## src/rtl/core/plu_pkg.sv

```systemverilog
// Types and constants shared by the packed 10-bit line unpacker.
package plu_pkg;

  localparam int SAMPLE_BITS = 10;
  localparam int BUF_BITS    = SAMPLE_BITS + 7;
  localparam int CNT_BITS    = 5;
  localparam int COL_BITS    = 14;
  localparam int LW_BITS     = 15;
  localparam int SC_BITS     = 15;
  localparam int SHIFT_BITS  = 14;
  localparam int LINE_BITS   = 16;
  localparam int CFG_IDX_BITS = 3;

  localparam logic [COL_BITS-1:0] COLUMN_MAX = '1;
  localparam logic [LW_BITS-1:0]  LW_RESET   = 15'd3712;
  localparam logic [LW_BITS-1:0]  SPL_RESET  = 15'd3712;

  // Register indexes of the configuration port
  localparam logic [CFG_IDX_BITS-1:0] REG_RADIANCE_MODE    = 3'd0;
  localparam logic [CFG_IDX_BITS-1:0] REG_SPLIT_LINE       = 3'd1;
  localparam logic [CFG_IDX_BITS-1:0] REG_LOWER_SHIFT      = 3'd2;
  localparam logic [CFG_IDX_BITS-1:0] REG_UPPER_SHIFT      = 3'd3;
  localparam logic [CFG_IDX_BITS-1:0] REG_LINE_WIDTH       = 3'd4;
  localparam logic [CFG_IDX_BITS-1:0] REG_SAMPLES_PER_LINE = 3'd5;
  localparam logic [CFG_IDX_BITS-1:0] REG_RAD_GAIN         = 3'd6;
  localparam logic [CFG_IDX_BITS-1:0] REG_RAD_BIAS         = 3'd7;

  typedef struct packed {
    logic                   radiance_mode;
    logic [LINE_BITS-1:0]   split_line;
    logic [SHIFT_BITS-1:0]  lower_shift;
    logic [SHIFT_BITS-1:0]  upper_shift;
    logic [LW_BITS-1:0]     line_width;
    logic [SC_BITS-1:0]     samples_per_line;
    logic signed [31:0]     rad_gain;
    logic signed [31:0]     rad_bias;
  } plu_cfg_t;

  typedef struct packed {
    logic                   emit;
    logic [SAMPLE_BITS-1:0] sample;
    logic [COL_BITS-1:0]    column;
    logic                   column_bad;
    logic                   end_of_line;
  } plu_smp_t;

endpackage

```

## src/rtl/core/plu_aligner.sv

```systemverilog
// Bit aligner, sample counter and mirrored column calculation.
module plu_aligner
  import plu_pkg::*;
(
  input  logic                 clk,
  input  logic                 rst_n,
  input  plu_cfg_t             cfg,
  input  logic                 accept,
  input  logic [7:0]           payload_byte,
  input  logic                 line_first,
  input  logic [LINE_BITS-1:0] line_index,
  output plu_smp_t             smp
);

  logic [BUF_BITS-1:0] buf_r, buf_nxt;
  logic [CNT_BITS-1:0] cnt_r, cnt_nxt;
  logic [SC_BITS-1:0]  sc_r, sc_nxt;

  logic [BUF_BITS-1:0] base_buf, fill_buf, keep_mask, shifted;
  logic [CNT_BITS-1:0] base_cnt, fill_cnt, rem_cnt;
  logic [CNT_BITS:0]   sum_cnt;
  logic [SC_BITS-1:0]  base_sc, inc_sc;
  logic [SHIFT_BITS-1:0] shift;
  logic signed [16:0]  col;
  logic                full, bad;

  always_comb begin
    // Clear the aligner at the start of a line
    base_buf = line_first ? '0 : buf_r;
    base_cnt = line_first ? '0 : cnt_r;
    base_sc  = line_first ? '0 : sc_r;
    full     = base_sc >= cfg.samples_per_line;

    // Take the byte in, keeping only the newest bits
    fill_buf = {base_buf[BUF_BITS-9:0], payload_byte};
    sum_cnt  = {1'b0, base_cnt} + (CNT_BITS+1)'(8);
    fill_cnt = (sum_cnt > (CNT_BITS+1)'(BUF_BITS)) ? CNT_BITS'(BUF_BITS)
                                                   : sum_cnt[CNT_BITS-1:0];

    // Cut one sample off the top of the pending bits
    rem_cnt   = fill_cnt - CNT_BITS'(SAMPLE_BITS);
    shifted   = fill_buf >> rem_cnt;
    keep_mask = ~({BUF_BITS{1'b1}} << rem_cnt);
    inc_sc    = base_sc + SC_BITS'(1);

    // Mirrored column, shift only in raw mode
    if (cfg.radiance_mode) begin
      shift = '0;
    end else if (line_index < cfg.split_line) begin
      shift = cfg.lower_shift;
    end else begin
      shift = cfg.upper_shift;
    end
    col = $signed({2'b00, cfg.line_width}) - 17'sd1 - $signed({2'b00, base_sc})
        - $signed({3'b000, shift});
    bad = col[16] || (col[15:0] >= {1'b0, cfg.line_width})
        || (col[15:0] > {2'b00, COLUMN_MAX});

    smp.emit        = !full && (fill_cnt >= CNT_BITS'(SAMPLE_BITS));
    smp.sample      = shifted[SAMPLE_BITS-1:0];
    smp.column      = bad ? '0 : col[COL_BITS-1:0];
    smp.column_bad  = bad;
    smp.end_of_line = inc_sc == cfg.samples_per_line;

    // Next state
    if (full) begin
      buf_nxt = base_buf;
      cnt_nxt = base_cnt;
      sc_nxt  = base_sc;
    end else if (smp.emit) begin
      buf_nxt = fill_buf & keep_mask;
      cnt_nxt = rem_cnt;
      sc_nxt  = inc_sc;
    end else begin
      buf_nxt = fill_buf;
      cnt_nxt = fill_cnt;
      sc_nxt  = base_sc;
    end
  end

  // Advance the aligner state on each input transfer
  always_ff @(posedge clk) begin
    if (!rst_n) begin
      buf_r <= '0;
      cnt_r <= '0;
      sc_r  <= '0;
    end else if (accept) begin
      buf_r <= buf_nxt;
      cnt_r <= cnt_nxt;
      sc_r  <= sc_nxt;
    end
  end

endmodule

```

## src/rtl/core/plu_calib.sv

```systemverilog
// Radiance calibration: registered multiply, then round, offset and saturate.
module plu_calib
  import plu_pkg::*;
(
  input  logic                   clk,
  input  logic                   load,
  input  logic [SAMPLE_BITS-1:0] sample,
  input  logic signed [31:0]     rad_gain,
  input  logic signed [31:0]     rad_bias,
  output logic signed [31:0]     radiance
);

  logic signed [42:0] prod_r;
  logic signed [43:0] rnd;
  logic signed [31:0] q;
  logic signed [33:0] sum;

  // Hold the product of sample and slope (Q.28)
  always_ff @(posedge clk) begin
    if (load) begin
      prod_r <= $signed({1'b0, sample}) * rad_gain;
    end
  end

  // Round to Q16.16, ties upward, add offset and saturate
  always_comb begin
    rnd = {prod_r[42], prod_r} + 44'sd2048;
    q   = rnd[43:12];
    sum = {{2{q[31]}}, q} + {{2{rad_bias[31]}}, rad_bias};
    if ((sum[33:31] == 3'b000) || (sum[33:31] == 3'b111)) begin
      radiance = sum[31:0];
    end else if (sum[33]) begin
      radiance = 32'sh8000_0000;
    end else begin
      radiance = 32'sh7FFF_FFFF;
    end
  end

endmodule

```

## src/rtl/core/packed_10bit_line_unpacker.sv

```systemverilog
// Top level of the packed 10-bit line unpacker.
// A sample is registered in s1_r, then s2_r, then the output registers.
// Throughput: one byte per cycle unless out_ready stalls; aligner next state is combinational.
// The calibration multiply has its own stage; each stage stalls only when its successor is full.
// Reset (rst_n low, synchronous) empties the pipeline, clears the aligner and loads the
// register defaults (line width and samples per line 3712, all else zero).
module packed_10bit_line_unpacker
  import plu_pkg::*;
(
  input  logic                       clk,
  input  logic                       rst_n,
  input  logic                       in_valid,
  output logic                       in_ready,
  input  logic [7:0]                 in_payload_byte,
  input  logic                       in_line_first,
  input  logic [15:0]                in_line_index,
  output logic                       out_valid,
  input  logic                       out_ready,
  output logic [13:0]                out_column,
  output logic                       out_column_bad,
  output logic [9:0]                 out_raw_sample,
  output logic signed [31:0]         out_radiance,
  output logic                       out_end_of_line,
  input  logic                       cfg_valid,
  output logic                       cfg_ready,
  input  logic [CFG_IDX_BITS-1:0]    cfg_index,
  input  logic [31:0]                cfg_data
);

  plu_cfg_t cfg_r;
  plu_smp_t smp;
  plu_smp_t s1_r, s2_r;
  logic     s1_v_r, s2_v_r, out_v_r;
  logic     en_out, en2, en1, accept;
  logic signed [31:0] rad;

  logic [COL_BITS-1:0]    out_column_r;
  logic                   out_column_bad_r;
  logic [SAMPLE_BITS-1:0] out_raw_sample_r;
  logic signed [31:0]     out_radiance_r;
  logic                   out_end_of_line_r;

  // Stage enables: a stage moves when its successor is empty or moving
  assign en_out   = !out_v_r || out_ready;
  assign en2      = !s2_v_r || en_out;
  assign en1      = !s1_v_r || en2;
  assign in_ready = en1;
  assign accept   = in_valid && en1;
  assign cfg_ready = 1'b1;

  // Register file writes
  always_ff @(posedge clk) begin
    if (!rst_n) begin
      cfg_r.radiance_mode    <= 1'b0;
      cfg_r.split_line       <= '0;
      cfg_r.lower_shift      <= '0;
      cfg_r.upper_shift      <= '0;
      cfg_r.line_width       <= LW_RESET;
      cfg_r.samples_per_line <= SPL_RESET;
      cfg_r.rad_gain         <= '0;
      cfg_r.rad_bias         <= '0;
    end else if (cfg_valid) begin
      unique case (cfg_index)
        REG_RADIANCE_MODE:    cfg_r.radiance_mode    <= cfg_data[0];
        REG_SPLIT_LINE:       cfg_r.split_line       <= cfg_data[LINE_BITS-1:0];
        REG_LOWER_SHIFT:      cfg_r.lower_shift      <= cfg_data[SHIFT_BITS-1:0];
        REG_UPPER_SHIFT:      cfg_r.upper_shift      <= cfg_data[SHIFT_BITS-1:0];
        REG_LINE_WIDTH:       cfg_r.line_width       <= cfg_data[LW_BITS-1:0];
        REG_SAMPLES_PER_LINE: cfg_r.samples_per_line <= cfg_data[SC_BITS-1:0];
        REG_RAD_GAIN:         cfg_r.rad_gain         <= cfg_data;
        REG_RAD_BIAS:         cfg_r.rad_bias         <= cfg_data;
        default: begin
        end
      endcase
    end
  end

  plu_aligner u_aligner (
    .clk          (clk),
    .rst_n        (rst_n),
    .cfg          (cfg_r),
    .accept       (accept),
    .payload_byte (in_payload_byte),
    .line_first   (in_line_first),
    .line_index   (in_line_index),
    .smp          (smp)
  );

  plu_calib u_calib (
    .clk      (clk),
    .load     (en2 && s1_v_r),
    .sample   (s1_r.sample),
    .rad_gain (cfg_r.rad_gain),
    .rad_bias (cfg_r.rad_bias),
    .radiance (rad)
  );

  // Pipeline valid bits
  always_ff @(posedge clk) begin
    if (!rst_n) begin
      s1_v_r  <= 1'b0;
      s2_v_r  <= 1'b0;
      out_v_r <= 1'b0;
    end else begin
      if (en1) begin
        s1_v_r <= accept && smp.emit;
      end
      if (en2) begin
        s2_v_r <= s1_v_r;
      end
      if (en_out) begin
        out_v_r <= s2_v_r;
      end
    end
  end

  // Sample payload through the stages
  always_ff @(posedge clk) begin
    if (en1) begin
      s1_r <= smp;
    end
    if (en2) begin
      s2_r <= s1_r;
    end
    if (en_out && s2_v_r) begin
      out_column_r      <= s2_r.column;
      out_column_bad_r  <= s2_r.column_bad;
      out_raw_sample_r  <= s2_r.sample;
      out_radiance_r    <= cfg_r.radiance_mode ? rad : 32'sd0;
      out_end_of_line_r <= s2_r.end_of_line;
    end
  end

  assign out_valid       = out_v_r;
  assign out_column      = out_column_r;
  assign out_column_bad  = out_column_bad_r;
  assign out_raw_sample  = out_raw_sample_r;
  assign out_radiance    = out_radiance_r;
  assign out_end_of_line = out_end_of_line_r;

endmodule

```

## config.mk

```make
export PLATFORM = sky130hd
export DESIGN_NAME = packed_10bit_line_unpacker
export DESIGN_NICKNAME = d
export VERILOG_FILES = /design/src/rtl/core/plu_pkg.sv /design/src/rtl/core/plu_aligner.sv /design/src/rtl/core/plu_calib.sv /design/src/rtl/core/packed_10bit_line_unpacker.sv
export SDC_FILE = /design/constraint.sdc
export NUM_CORES = 2
export LEC_CHECK = 0
export BUFFER_PORTS_ARGS = -buffer_cell sky130_fd_sc_hd__buf_2
export CAP_MARGIN = 30
export CORE_MARGIN = 10
export CORE_UTILIZATION = 45
export DETAILED_ROUTE_END_ITERATION = 12
export HOLD_SLACK_MARGIN = 0.03
export PLACE_DENSITY_LB_ADDON = 0.3
export SYNTH_ARGS = -nofsm -noshare
export SYNTH_HDL_FRONTEND = slang
export SYNTH_SLANG_ARGS = --single-unit
```

## constraint.sdc

```tcl
create_clock -name clk -period 11.8 [get_ports clk]
set_input_delay 1.77 -clock clk [delete_from_list [all_inputs] [get_ports clk]]
set_output_delay 1.77 -clock clk [all_outputs]
set_load 0.03 [all_outputs]
```

==> results.json <==
{
  "switchingPower_uw": 782.5,
  "synth_edf_count": 142,
  "min_path_cells": 0,
  "worst_pin_slew_ns": 1.018,
  "cts_hold_buf": 0,
  "start_util_pct": 45.21,
  "fmax_mhz": 117.4,
  "hold_viol_final": 0,
  "power_frac_seq_pct": 44.9,
  "clkPwrFrac_pct": 41.2,
  "status": "complete, no violations",
  "final_common_cell": "nand2_1",
  "async_flop_share_pct": 0,
  "crit_path_frequent_cell": "a21o_1",
  "final_cell_mix": "531 x nand2_1, 353 x inv_1, 287 x fa_1",
  "crit_arrival_ns": 8.88,
  "pwr-share-comb_pct": 13.9,
  "critPathBufInv": 3,
  "path_delay_family": "compound AO/OA/AOI/OAI gates",
  "grt_antenna_before_repair": 2,
  "syn_nets": 3609,
  "via_per_inst": 5.476,
  "io_pins": 126,
  "p_leak_nw": 12.45,
  "yosysWarnings": 0,
  "cp-end-kind": "flop",
  "cp_max_fo": 15,
  "ant_nets": 0,
  "num_vias": 21520,
  "die_h_um": 268.5,
  "reg2reg_depth": 27,
  "area_growth_pct": 9.034,
  "post_layout_nonfiller_instances": 3929,
  "postCtsSetupRepairBufs": 0,
  "setup-tns-final_ns": 0,
  "crit_required_ns": 12.16,
  "io_buffers": 124,
  "route.detailed.drc": 0,
  "path_depth": 27,
  "final_net_count": 3656,
  "fin_hold_ws_ns": 0.4148,
  "drive_gt1_share_pct": 7.839,
  "max_stage_delay_ns": 0.83,
  "cts_made_buffers": 36,
  "dieArea_sq_um": 72110,
  "grt_max_degree": 76,
  "switching_share_pct": 27.98,
  "first_pass_iters": 5,
  "slew_headroom_pct": 32.01,
  "clock_latency_ns": 0.55,
  "wl_per_cell_um": 19.14,
  "core_region_area_sq_um": 61480,
  "place_congestion": 0.8930,
  "rsz0062_at_grt": "false",
  "synth-main-ff-cell": "dfxtp_1",
  "timing.critical_path.slowest_stage_cell": "o31a_1",
  "die_w_um": 268.5,
  "place_inst": 3861,
  "synth_seq_cells": 313,
  "max-clock-path-buffers": 3,
  "syn_area_per_cell_sq_um": 9.075,
  "synth.distinct_cells": 94,
  "grt_pass1_wl_um": 119100,
  "timing.final.max_slew_violations": 0,
  "clock_skew_ns": 0.03305,
  "htree_levels": 2,
  "clk_pin_slew_ns": 0.06,
  "period_needed_ns": 8.521,
  "ir_drop_v": 0.00008389,
  "worstHoldPathType": "flop to flop",
  "p_int_mw": 2.014,
  "dp_hpwl_um": 56370,
  "crit_type": "input pin to flop",
  "crit_path_start_kind": "input pin",
  "drv_cap": 0,
  "cts_tree": "built",
  "drt-initial-drc-count": 1682,
  "grt_usage_pct": 20.94,
  "rows": 91,
  "clock-sinks": 313,
  "ys_seq_area_share_pct": 27.66,
  "clockRootBuffer": "clkbuf_16",
  "overflow": 0,
  "routed_wl_um": 75200,
  "period_share_pct": 72.21,
  "setup_viol": 0,
  "power.density_nw_per_um2": 92.27,
  "grt_pass1_vias": 21200,
  "syn_area_sq_um": 27800,
  "cts_resized": 0,
  "syn_inst": 3063
}
-- worst paths after layout --
| check | from | to | slack (ns) |
|---|---|---|---|
| worst max-delay path | in_line_index[1] | s1_r[9] | 3.28 |
| worst min-delay path | s2_r[4] | out_column[2] | 0.41 |
| worst max register to register | cfg_r[123] | s1_r[9] | 4.26 |
| worst min register to register | s2_r[4] | out_column[2] | 0.41 |
-- metal layers --
| metal | GRT usage, % | vias up | routed length (um) |
|---|---|---|---|
| li1 | - | 10180 | - |
| met1 | 28.86 | 10550 | 33040 |
| met2 | 32.55 | 687 | 33190 |
| met3 | 5.671 | 99 | 7417 |
| met4 | 4.433 | 2 | 1549 |
| met5 | 0 | - | 7 |
-- state kept, by name, indices dropped and copies added (netlist names), 5 cells and up --
signal / cells
s2_r: 26
u_calib.prod_r: 32
out_column: 14
u_aligner.buf_r: 9
s1_r: 26
cfg_r: 139
out_radiance: 32
u_aligner.cnt_r: 5
out_raw_sample: 10
u_aligner.sc_r: 15
-- per-stage QoR --
stage | cell area [sq um] | power (mW) | util, % | setup slack (ns)
4_1_cts | 30290 | 2.808 | 49.27 | 3.198
3_3_place_gp | 28990 | 1.652 | 47.16 | 2.783
6_report | 30310 | 2.797 | 49.29 | 3.279
3_5_place_dp | 29090 | 1.659 | 47.31 | 2.784
2_1_floorplan | 27800 | 1.533 | - | 4.205
5_1_grt | 30310 | 2.897 | 49.29 | 2.730
-- layout make-up --
cell class	count	area, sq um
multi-input combinational	2248	18180
tap	790	988.4
sequential	313	7687
clock buffer	47	1026
clock inverter	19	178.9
fill	5796	31180
inverter	355	1335
timing repair buffer	156	908.4
antenna	1	2.502
-- cells by family (layout without fill, tap and decap cells) --
family / Yosys count / after routing / share of synthesized area, %
simple gates: 1075 / 1075 / 18.41
xor+xnor: 147 / 147 / 4.632
compound gates: 513 / 513 / 11.70
flops: 313 / 313 / 27.66
mux: 31 / 31 / 1.179
buf+inv: 502 / 577 / 7.008
fa+ha+maj: 481 / 481 / 29.40
other cells: 1 / 2 / 0.01349
-- cell usage after synthesis (8+ instances only) --
cell type	number	area, sq um
a211oi_1	16	120.1
a21o_1	42	315.3
a21oi_1	222	1111
a31oi_1	20	125.1
a32o_1	12	120.1
and2_1	176	1101
and3_1	22	137.6
buf_2	12	60.06
clkbuf_1	124	465.5
dfxtp_1	171	3423
edfxtp_1	142	4264
fa_1	287	5746
ha_1	194	2427
inv_1	353	1325
mux2i_1	26	260.3
nand2_1	531	1993
nand2b_1	38	237.7
nand3_1	45	225.2
nand4_1	26	162.7
nor2_1	108	405.4
nor2b_1	46	287.8
nor3_1	33	165.2
nor4_1	14	87.58
o211ai_1	21	157.7
o21a_1	19	142.6
o21ai_0	70	350.3
o21bai_1	8	60.06
o31ai_1	10	75.07
xnor2_1	101	884.6
xor2_1	46	402.9
-- worst register-to-register path, cell delays in order (launching register included) --
cell	delay, ns
dfxtp_1	0.32
inv_1	0.04
ha_1	0.27
a21o_1	0.16
a21o_1	0.18
a21o_1	0.17
a21o_1	0.17
a21o_1	0.16
a2111oi_0	0.40
o31a_1	0.83
mux2_2	0.44
fa_1	0.44
inv_1	0.08
ha_1	0.22
nor2b_1	0.12
o21ai_0	0.19
o22ai_1	0.19
o21bai_1	0.23
a21oi_1	0.12
o41ai_1	0.54
xnor2_1	0.21
inv_1	0.06
ha_1	0.28
a21o_1	0.18
a211o_1	0.28
nor3b_1	0.19
nand4_1	0.54
nor2b_1	0.34
-- power by group through the flow --
stage / sequential, mW / clock, mW / combinational, mW
after global placement: 1.28 / 0 / 0.375
after floorplan: 1.27 / 0 / 0.265
after CTS: 1.25 / 1.17 / 0.387
final: 1.26 / 1.15 / 0.389
after global routing: 1.26 / 1.21 / 0.428
after detailed placement: 1.28 / 0 / 0.384
No activity file was read; power rests on OpenSTA's default activity.
